### src/axis_angle_to_rotation_matrix_assert.svh
// Assertion macros for the axis-angle to rotation-matrix block.
// Depends on signals named clock and reset in the scope of each use.
`ifndef AXIS_ANGLE_TO_ROTATION_MATRIX_ASSERT_SVH
`define AXIS_ANGLE_TO_ROTATION_MATRIX_ASSERT_SVH
`ifndef NO_ASSERTIONS
`define AARM_ASSERT_IMPL(lbl, ante, cons) \
   lbl: assert property (@(posedge clock) disable iff (reset) (ante) |-> (cons)) \
      else $error("assertion failed");
`define AARM_ASSERT_NEXT(lbl, ante, cons) \
   lbl: assert property (@(posedge clock) disable iff (reset) (ante) |=> (cons)) \
      else $error("assertion failed");
`else
`define AARM_ASSERT_IMPL(lbl, ante, cons)
`define AARM_ASSERT_NEXT(lbl, ante, cons)
`endif
`endif

### src/aarm_pkg.sv
// Shared types, constants and tables for the axis-angle to rotation-matrix block.
// No dependencies.
`default_nettype none
package aarm_pkg;

   localparam int CORDIC_STEPS = 16;
   localparam int FRAC_BITS    = 14;
   localparam int TABLE_LEN    = 30;
   localparam int STEPS_USED   = (CORDIC_STEPS < TABLE_LEN) ? CORDIC_STEPS : TABLE_LEN;

   // Angle units: 1/128 degree for the half angle.
   localparam int HALF_TURN    = 23040;
   localparam int QUARTER_TURN = 11520;
   localparam int FULL_TURN    = 46080;

   // PI in Q30 split as HALF_TURN * PI_QUO + PI_REM.
   localparam int PI_QUO    = 146408;
   localparam int PI_REM    = 19106;
   // ceil(2^26 / 45), exact for dividends below 2^19.
   localparam int RECIP_45  = 1491309;
   localparam int RECIP_SH  = 26;
   localparam int Z_MAX     = 1686629713;

   localparam int INV_GAIN_Q30 = 652032874;

   localparam int CW = 34;   // CORDIC x and y
   localparam int ZW = 33;   // CORDIC residual angle

   localparam logic [29:0] ATAN_Q30 [TABLE_LEN] = '{
      30'h3243F6A8, 30'h1DAC6705, 30'h0FADBAFC, 30'h07F56EA6, 30'h03FEAB76,
      30'h01FFD55B, 30'h00FFFAAA, 30'h007FFF55, 30'h003FFFEA, 30'h001FFFFD,
      30'h000FFFFF, 30'h0007FFFF, 30'h0003FFFF, 30'h0001FFFF, 30'h0000FFFF,
      30'h00007FFF, 30'h00003FFF, 30'h00001FFF, 30'h00000FFF, 30'h000007FF,
      30'h000003FF, 30'h000001FF, 30'h000000FF, 30'h0000007F, 30'h0000003F,
      30'h0000001F, 30'h0000000F, 30'h00000007, 30'h00000003, 30'h00000001
   };

   typedef struct packed {
      logic signed [15:0] axis_x;
      logic signed [15:0] axis_y;
      logic signed [15:0] axis_z;
      logic signed [15:0] angle_deg;
   } req_type;

   typedef struct packed {
      logic signed [15:0] m00;
      logic signed [15:0] m01;
      logic signed [15:0] m02;
      logic signed [15:0] m10;
      logic signed [15:0] m11;
      logic signed [15:0] m12;
      logic signed [15:0] m20;
      logic signed [15:0] m21;
      logic signed [15:0] m22;
   } rsp_type;

   // Data that rides alongside the angle path.
   typedef struct packed {
      logic signed [15:0] axis_x;
      logic signed [15:0] axis_y;
      logic signed [15:0] axis_z;
      logic               neg_s;
      logic               neg_c;
   } side_type;

endpackage
`default_nettype wire

### src/aarm_angle.sv
// Angle front end: wraps and folds the half angle and converts it to Q30 radians.
// Depends on aarm_pkg.
`default_nettype none
module aarm_angle (
   input  wire logic                        clock,
   input  wire logic                        reset,
   input  wire logic                        in_vld,
   input  wire aarm_pkg::req_type           in_item,
   output logic                             out_vld,
   output logic signed [aarm_pkg::ZW-1:0]   out_z,
   output aarm_pkg::side_type               out_side
);

   logic signed [16:0]  h_wrap;
   logic [14:0]         m_abs;
   logic                neg_s;
   logic                neg_c;
   logic [13:0]         m_fold;

   logic                vld1_ff, vld2_ff, vld3_ff, vld4_ff;
   aarm_pkg::side_type  side1_ff, side2_ff, side3_ff, side4_ff;
   aarm_pkg::side_type  side1_in;
   logic [13:0]         m1_ff;
   logic [31:0]         hi2_ff, hi3_ff, hi2_in;
   logic [28:0]         lo2_ff, lo2_in;
   logic [18:0]         t3;
   logic [39:0]         p3_ff, p3_in;
   logic signed [aarm_pkg::ZW-1:0] z4_ff, z4_in;

   always_comb begin
      h_wrap = 17'(in_item.angle_deg);
      if (h_wrap >= 17'(aarm_pkg::HALF_TURN)) begin
         h_wrap = h_wrap - 17'(aarm_pkg::FULL_TURN);
      end else if (h_wrap < -17'(aarm_pkg::HALF_TURN)) begin
         h_wrap = h_wrap + 17'(aarm_pkg::FULL_TURN);
      end
      neg_s  = h_wrap[16];
      m_abs  = neg_s ? 15'(-h_wrap) : 15'(h_wrap);
      neg_c  = m_abs > 15'(aarm_pkg::QUARTER_TURN);
      m_fold = neg_c ? 14'(15'(aarm_pkg::HALF_TURN) - m_abs) : 14'(m_abs);
      side1_in.axis_x = in_item.axis_x;
      side1_in.axis_y = in_item.axis_y;
      side1_in.axis_z = in_item.axis_z;
      side1_in.neg_s  = neg_s;
      side1_in.neg_c  = neg_c;
   end

   // Radians = m * PI_QUO + floor((m * PI_REM + QUARTER_TURN) / HALF_TURN).
   // The division is a shift by 9 and a reciprocal multiply by 1/45.
   always_comb begin
      hi2_in = 32'(m1_ff) * 32'(aarm_pkg::PI_QUO);
      lo2_in = 29'(m1_ff) * 29'(aarm_pkg::PI_REM) + 29'(aarm_pkg::QUARTER_TURN);
      t3     = 19'(lo2_ff >> 9);
      p3_in  = 40'(t3) * 40'(aarm_pkg::RECIP_45);
      z4_in  = aarm_pkg::ZW'(hi3_ff) + aarm_pkg::ZW'(p3_ff >> aarm_pkg::RECIP_SH);
   end

   always_ff @(posedge clock) begin
      if (reset) begin
         vld1_ff <= 1'b0;
         vld2_ff <= 1'b0;
         vld3_ff <= 1'b0;
         vld4_ff <= 1'b0;
      end else begin
         vld1_ff <= in_vld;
         vld2_ff <= vld1_ff;
         vld3_ff <= vld2_ff;
         vld4_ff <= vld3_ff;
      end
      m1_ff    <= m_fold;
      side1_ff <= side1_in;
      hi2_ff   <= hi2_in;
      lo2_ff   <= lo2_in;
      side2_ff <= side1_ff;
      hi3_ff   <= hi2_ff;
      p3_ff    <= p3_in;
      side3_ff <= side2_ff;
      z4_ff    <= z4_in;
      side4_ff <= side3_ff;
   end

   assign out_vld  = vld4_ff;
   assign out_z    = z4_ff;
   assign out_side = side4_ff;

endmodule
`default_nettype wire

### config.mk
export PLATFORM = sky130hd
export DESIGN_NAME = aarm_angle
export DESIGN_NICKNAME = d
export VERILOG_FILES = /design/src/axis_angle_to_rotation_matrix_assert.svh /design/src/aarm_pkg.sv /design/src/aarm_angle.sv
export SDC_FILE = /design/constraint.sdc
export NUM_CORES = 1
export LEC_CHECK = 0
export BUFFER_PORTS_ARGS = -buffer_cell sky130_fd_sc_hd__buf_2
export CORE_AREA = 2 2 222 224
export DETAILED_ROUTE_END_ITERATION = 8
export DIE_AREA = 0 0 224 226
export GPL_ROUTABILITY_DRIVEN = 0
export PLACE_DENSITY = 0.6
export SLEW_MARGIN = 0
export SYNTH_ARGS = -nofsm -noshare
export SYNTH_HDL_FRONTEND = slang
export SYNTH_SLANG_ARGS = --single-unit
### constraint.sdc
create_clock -name clock -period 7.6 [get_ports clock]
set_input_delay 0.76 -clock clock [delete_from_list [all_inputs] [get_ports clock]]
set_output_delay 0.76 -clock clock [all_outputs]
set_load 0.03 [all_outputs]
---- After elaboration in Yosys (flattened, before gate mapping) ----
Cells that the tools add are included.
word-level totals
  logic and storage cells ................. 46
  bits in latches ......................... 0
  output and inout port bits .............. 84
  register bits after elaboration ......... 377
  RAM bits ................................ 0
  input port bits ......................... 67
  memories kept ........................... 0
  bits in read-only memories .............. 0
operators by class
  magnitude comparators ................... 3
  multipliers ............................. 3
  divide/modulo/power cells ............... 0
  $add $sub $neg .......................... 6
  equal/unequal tests ..................... 0
  shifts and indexed selects .............. 0
  reduce and logical (&&, ||, !) cells .... 0
  bitwise gates (word level) .............. 0
  muxes and demuxes ....................... 4
operators by type and width
  cell                                                                     count
  19-bit by 21-bit multiplier with 40-bit output (second input constant)   1
  17-bit two-way mux                                                       2
  32-bit by 14-bit adder with 33-bit output                                1
  14-bit by 15-bit multiplier with 29-bit output (second input constant)   1
  28-bit by 14-bit adder with 28-bit output (second input constant)        1
  14-bit by 14-bit multiplier with 27-bit output (second input constant)   1
  16-bit by 17-bit adder with 17-bit output (second input constant)        1
  16-bit by 17-bit subtractor with 17-bit output (second input constant)   1
  16-bit >= comparator (second input constant)                             1
  16-bit less-than comparator (second input constant)                      1
  15-bit by 14-bit > comparator with 1-bit output (second input constant)  1
  15-bit two-way mux                                                       1
  15-bit negation                                                          1
  14-bit two-way mux                                                       1
  13-bit by 14-bit subtractor with 14-bit output (first input constant)    1

---- Logic depth before layout (Yosys ltp) ----
Gate-level depths: netlist of the first run.
  word-level depth ........................ 7
  depth in mapped cells ................... 23

---- Least setup slack after synthesis of the first run ----
No wires, ideal clock.
  path type ............................... register to register
  start point ............................. register m1_ff[4]
  end point ............................... register lo2_ff[27]
  path buffers ............................ 1
  cell stages (with the launch flop) ...... 19
  setup time .............................. 0.121 ns
  arrival time ............................ 5.712 ns
  period minus slack after synthesis ...... 5.833 ns
  slack ................................... 1.767 ns
  required time ........................... 7.479 ns
  cell sequence ........................... dfxtp_1 > ha_1 > ha_1 > inv_1 > fa_1 > inv_1 > fa_1 > fa_1 > ha_1 > ha_1 > clkbuf_1 > a21oi_1 > o21ai_0 > a211oi_1 > nor3_1 > or4b_4 > o41a_1 > a211o_1 > xnor2_1
between the ends
  longest elaborated chain between the ends .. 2
ends and longest elaborated chain
  element                                         RTL line          text
  start, declared                                 aarm_angle.sv:23  logic [13:0] m1_ff;
  start signal, assigned                          aarm_angle.sv:70  m1_ff <= m_fold;
  14-bit by 14-bit multiplier with 27-bit output  aarm_angle.sv:52  lo2_in = 29'(m1_ff) * 29'(aarm_pkg::PI_REM) + 29'(aarm_pkg::QUARTER_TURN);
  28-bit by 14-bit adder with 28-bit output       aarm_angle.sv:52
  via lo2_in[27]                                  aarm_angle.sv:25  logic [28:0] lo2_ff, lo2_in;
  end signal, assigned                            aarm_angle.sv:73  lo2_ff <= lo2_in;
  end, declared                                   aarm_angle.sv:25
The timed path passes the listed nets, and every way through them passes these cells.
A chain may end at the register's enable or synchronous reset.

---- Worst setup path in the final report of the first run ----
  start point ............................. register m1_ff[6]
  end point ............................... register hi2_ff[29]
between the ends
  longest elaborated chain between the ends .. 1
ends and longest elaborated chain
  element                                         RTL line          text
  14-bit by 15-bit multiplier with 29-bit output  aarm_angle.sv:51  hi2_in = 32'(m1_ff) * 32'(aarm_pkg::PI_QUO);
  via hi2_in[29]                                  aarm_angle.sv:24  logic [31:0] hi2_ff, hi3_ff, hi2_in;
  end signal, assigned                            aarm_angle.sv:72  hi2_ff <= hi2_in;
  end, declared                                   aarm_angle.sv:24
The timed path passes the listed nets, and every way through them passes these cells.

==> flow_summary.yaml, run 1 <==
status:
  outcome: "finished, final reports clean"
critical_path:
  startpoint_type: "flop"
  r2r_start: "m1_ff[6]"
  required_ps: 8050
  end_kind: "flop"
  r2r_setup_slack_ps: 1180
  cp_max_fo: 11
  regToRegEndpoint: "hi2_ff[29]"
  arrival_ps: 6870
  reg2reg_depth: 22
  crit_start: "m1_ff[6]"
  setup.worst_path.end: "hi2_ff[29]"
  critical_path_class: "flop to flop"
flow_run:
  maxCapViolCount: 0
timing:
  fin_crit_sh_pct: 84.5
  finalClockSkew_ps: 20.3
  fin_crit_ps: 6420
  finalSetupViolCount: 0
  rsz0062_at_grt: "false"
  worst_pin_slew_ps: 755
  drv_slew: 0
  tns_ps: 0
  relSlewSlack_pct: 48.4
  fmax_mhz: 156
  hold_violations: 0
die:
  die_area_mm2: 0.0506
  start_util_pct: 44.6
  die_h_um: 226
  io_pins: 151
  core-area_mm2: 0.0483
  die_w_um: 224
  core.rowCount: 81
drt:
  wl_per_cell_um: 15.3
  drc_errors: 0
  wl_um: 42900
  drt-met1-wl_um: 19600
  wl_met3_um: 1430
  wl_met2_um: 21000
  drtAntennaViolNets: 0
  via_per_inst: 4.82
  dr.pass1.iters: 5
  vias: 13600
  drt_first_iter_violations: 547
  highest_layer: "met4"
layout:
  area_delta_synth_final_pct: 12.7
  n_fill_cell: 4393
  final_common_cell: "inv_1"
  instances_no_fill: 2812
  final_cell_mix: "inv_1 (421), ha_1 (365), dfxtp_1 (342), fa_1 (221), buf_2 (150)"
  layout.nets: 2816
  drive_gt1_share_pct: 10.5
  fin_util_pct: 50.2
  diodes: 0
clocking:
  clock_path_buffers: 3
  cts_max_level: 2
  path_clk_slew_ps: 60
  cts_hold_buf: 0
  clkLatencyLatePin_ps: 550
  cts-root-buf: "clkbuf_16"
  cts_tree: "done"
  numCtsBuffers: 35
  numClockSinks: 342
  cts_setup_buffers: 0
  ctsResizeCount: 0
yosys:
  synth_nets: 2640
  synthesis.area_mm2: 0.0215
  synth-edff-count: 0
  synth_top_cell_by_area: "dfxtp_1"
  async_flop_share_pct: 0
  yosysWarnings: 0
  avgSynthCellArea_um2: 10.8
  ys_top_cells_by_area: "dfxtp_1 (32%), ha_1 (21%), fa_1 (21%)"
  ys_seq_area_share_pct: 31.8
  synthDominantCellAreaShare_pct: 31.8
  synth.distinct_cells: 67
  ys_seq_elements: 342
  synthFlopType: "dfxtp_1"
  syn_inst: 1987
placed_design:
  dp_cells: 2748
  hpwlAfterDp_um: 36000
  port_buffers: 150
hold_path:
  hold_class: "flop to flop"
global_routing:
  antenna_found_initial: 0
  grt_overflow: 0
  grt_util_all_layers_pct: 17.4
  grt_pass1_vias: 14100
  grt_max_degree: 19
  grt_pass1_wl_um: 70100
metal layers:
metal | global-route usage [%] | up-vias
met5 | 0 | -
met4 | 4.75 | 0
met3 | 2.64 | 58
met2 | 30.7 | 218
met1 | 22.1 | 6500
li1 | - | 6788
through the flow:
| step | setup slack (ps) | hold slack, ps | instance area, um2 |
|---|---|---|---|
| after floorplan | 1770 | 310 | 21500 |
| after global placement | 1340 | 310 | 23000 |
| after detailed placement | 1220 | 312 | 23000 |
| after CTS | 1190 | 275 | 24300 |
| after global routing | 785 | 289 | 24300 |
| final | 1180 | 312 | 24300 |
final cells by class:
| cell class | count | area, um2 | share of cell area [%] |
|---|---|---|---|
| Clock buffer | 46 | 977 | 4.02 |
| Clock inverter | 18 | 258 | 1.06 |
| Inverter | 423 | 1590 | 6.54 |
| Multi-Input combinational cell | 1207 | 13100 | 53.8 |
| Sequential cell | 342 | 6850 | 28.2 |
| Tap cell | 622 | 778 | 3.21 |
| Timing Repair Buffer | 154 | 781 | 3.22 |
worst max-delay path: stages (launching register included):
cell     delay, ps
dfxtp_1        730
inv_1          140
fa_1           480
inv_1          170
ha_1           170
inv_1           50
fa_1           530
inv_1           50
fa_1           470
inv_1           50
fa_1           500
fa_1           510
inv_1           40
ha_1           380
nand4_1        110
or3_1          320
a31oi_1        220
o31ai_1        170
o311a_1        310
or3_1          430
o21ai_0        180
a21oi_1        110
xnor2_1        210
Yosys cell counts, types with 14 or more instances:
library cell    n
inv_1         421
ha_1          365
dfxtp_1       342
fa_1          221
xnor2_1        74
a21oi_1        59
nand2_1        54
nor2_1         54
xor2_1         49
o21ai_0        45
a21o_1         27
nor3_1         26
nand3_1        25
nand2b_1       17
or3_1          14
logic make-up after synthesis:
group	count (synthesis)	synth area share, %
xor+xnor	123	5.00
simple gates	257	6.12
compound gates	233	7.36
buf+inv	438	7.65
flops	342	31.8
fa+ha+maj	586	41.7
mux	8	0.377
sequential cells by signal, indices dropped and copies added, names as in the netlist:
register and flops:
hi2_ff 29, hi3_ff 29, lo2_ff 19, m1_ff 14
out_side 50, out_vld 1, out_z 33, p3_ff 14
side1_ff 50, side2_ff 50, side3_ff 50, vld1_ff 1
vld2_ff 1, vld3_ff 1
worst min path at each step:
stage | slack, ps | depth (start not counted) | start | endpoint
global route | 290 | 1 | in_item[48] | side1_ff[34]
finish | 310 | 0 | hi2_ff[6] | hi3_ff[6]
global placement | 310 | 0 | p3_ff[26] | out_z[0]
floorplan | 310 | 0 | hi2_ff[10] | hi3_ff[10]
detailed placement | 310 | 0 | hi2_ff[6] | hi3_ff[6]
CTS | 270 | 1 | in_item[41] | side1_ff[27]
Power of run 1 is not shown: default switching activity piles up to over one toggle a cycle in this logic, so the estimate is an artifact.
==> run 2: changes to the inputs <==
==> constraint.sdc (replaced) <==
create_clock -name clock -period 6.5 [get_ports clock]
set_input_delay 0.65 -clock clock [delete_from_list [all_inputs] [get_ports clock]]
set_output_delay 0.65 -clock clock [all_outputs]
set_load 0.03 [all_outputs]
==> run 2 against run 1 <==
Global-route usage increased by 0.16 points. Sequential share of layout area is 0.088 points lower. Via count increased by 1.3%. Register-to-register slack worse by 860 ps. Count of clock-buffer cells in the layout down 3. Critical path depth fell by 4. Wire length increased by 0.55%. First-iteration DRC count grew 2.2%. Die area unchanged. Fmax increased by 3.9%. Worst setup slack worse by 860 ps. Design area is 0.33% higher. Critical path type unchanged. Critical endpoint is now lo2_ff[27].
==> flow_summary.yaml, run 2 (synthesized netlist as in run 1, its figures left out) <==
status:
  outcome: "finished, final reports clean"
global_routing:
  grt_max_degree: 19
  grt_util_all_layers_pct: 17.5
  grt_pass1_vias: 14300
  grt_pass1_wl_um: 71100
  grt_overflow: 0
  antenna_found_initial: 0
die:
  die_area_mm2: 0.0506
  start_util_pct: 44.6
  core.rowCount: 81
  core-area_mm2: 0.0483
  die_w_um: 224
  die_h_um: 226
  io_pins: 151
critical_path:
  cp_cell_sequence: "ha_2, ha_1, fa_1, ha_1, inv_1, fa_1, inv_1, ha_1, a21oi_1, o21ai_0, a31o_4, a2111oi_4, a211oi_2, or3b_4, or4b_4, o41a_1, a211o_1, xnor2_1"
  critical_path_class: "flop to flop"
  required_ps: 6920
  path_delay_family: "adder cells"
  arrival_ps: 6600
  startpoint_type: "flop"
  end_kind: "flop"
  crit_top_cell: "ha_1"
  critPathBufInv: 2
  crit_path_max_incr_delay_ps: 560
  cp_max_fo: 11
  timing.critical_path.slowest_stage_cell: "dfxtp_1"
timing:
  relSlewSlack_pct: 47.8
  fin_crit_ps: 6180
  tns_ps: 0
  fin_crit_sh_pct: 95.1
  hold_violations: 0
  drv_slew: 0
  finalClockSkew_ps: 19.0
  setup_slack_ps: 318
  fmax_mhz: 162
  rsz0062_at_grt: "false"
  worst_pin_slew_ps: 777
  finalSetupViolCount: 0
placed_design:
  dp_slack_ps: 250
  hpwlAfterDp_um: 36400
  dpl-instance-area_mm2: 0.0232
  port_buffers: 150
drt:
  highest_layer: "met4"
  vias: 13700
  dr.pass1.iters: 5
  wl_per_cell_um: 15.3
  drc_errors: 0
  wl_met3_um: 1590
  drtAntennaViolNets: 0
  drt_first_iter_violations: 559
  via_per_inst: 4.87
  drt-met1-wl_um: 19500
  wl_um: 43100
  wl_met2_um: 21000
clocking:
  cts_hold_buf: 0
  numClockSinks: 342
  numCtsBuffers: 35
  path_clk_slew_ps: 70
  cts_setup_buffers: 0
  clock_path_buffers: 3
  clkLatencyLatePin_ps: 540
  cts_max_level: 2
  cts_tree: "done"
  ctsResizeCount: 0
  cts-root-buf: "clkbuf_16"
layout:
  diodes: 0
  drive_gt1_share_pct: 11.2
  area_delta_synth_final_pct: 13.1
  final_cell_mix: "inv_1 (421), ha_1 (364), dfxtp_1 (341), fa_1 (221), buf_2 (150)"
  final_area_mm2: 0.0244
  final_common_cell: "inv_1"
  layout.nets: 2830
flow_run:
  maxCapViolCount: 0
hold_path:
  hold_class: "primary input to flop"
## run 2: stage by stage
stage	hold slack [ps]	std cells	util (%)
after floorplan	310	1987	-
after global placement	310	2762	47.9
after detailed placement	312	2762	47.9
after CTS	189	2821	50.3
after global routing	196	2821	50.4
final	211	2821	50.4
## run 2: worst paths after layout
check / to / depth (start not counted) / startpoint / slack [ps]
worst min-delay path: side1_ff[48] / 1 / in_item[62] / 210
worst max-delay path: lo2_ff[27] / 18 / m1_ff[2] / 320
worst max register to register: lo2_ff[27] / 18 / m1_ff[2] / 320
worst min register to register: hi3_ff[6] / 0 / hi2_ff[6] / 310
## run 2: metal layers
layer,up-vias,GRT usage [%]
li1,6808,-
met1,6640,22.5
met2,238,31.1
met3,60,2.39
met4,0,4.54
met5,-,0
## run 2: area by class of cell
type / count / area, um2
Fill cell: 4405 / 24000
Tap cell: 622 / 778
Timing Repair Buffer: 168 / 886
Clock buffer: 43 / 946
Multi-Input combinational cell: 1207 / 13100
Clock inverter: 16 / 236
Inverter: 423 / 1590
Sequential cell: 342 / 6850
Power of run 2 is left out for the same reason.
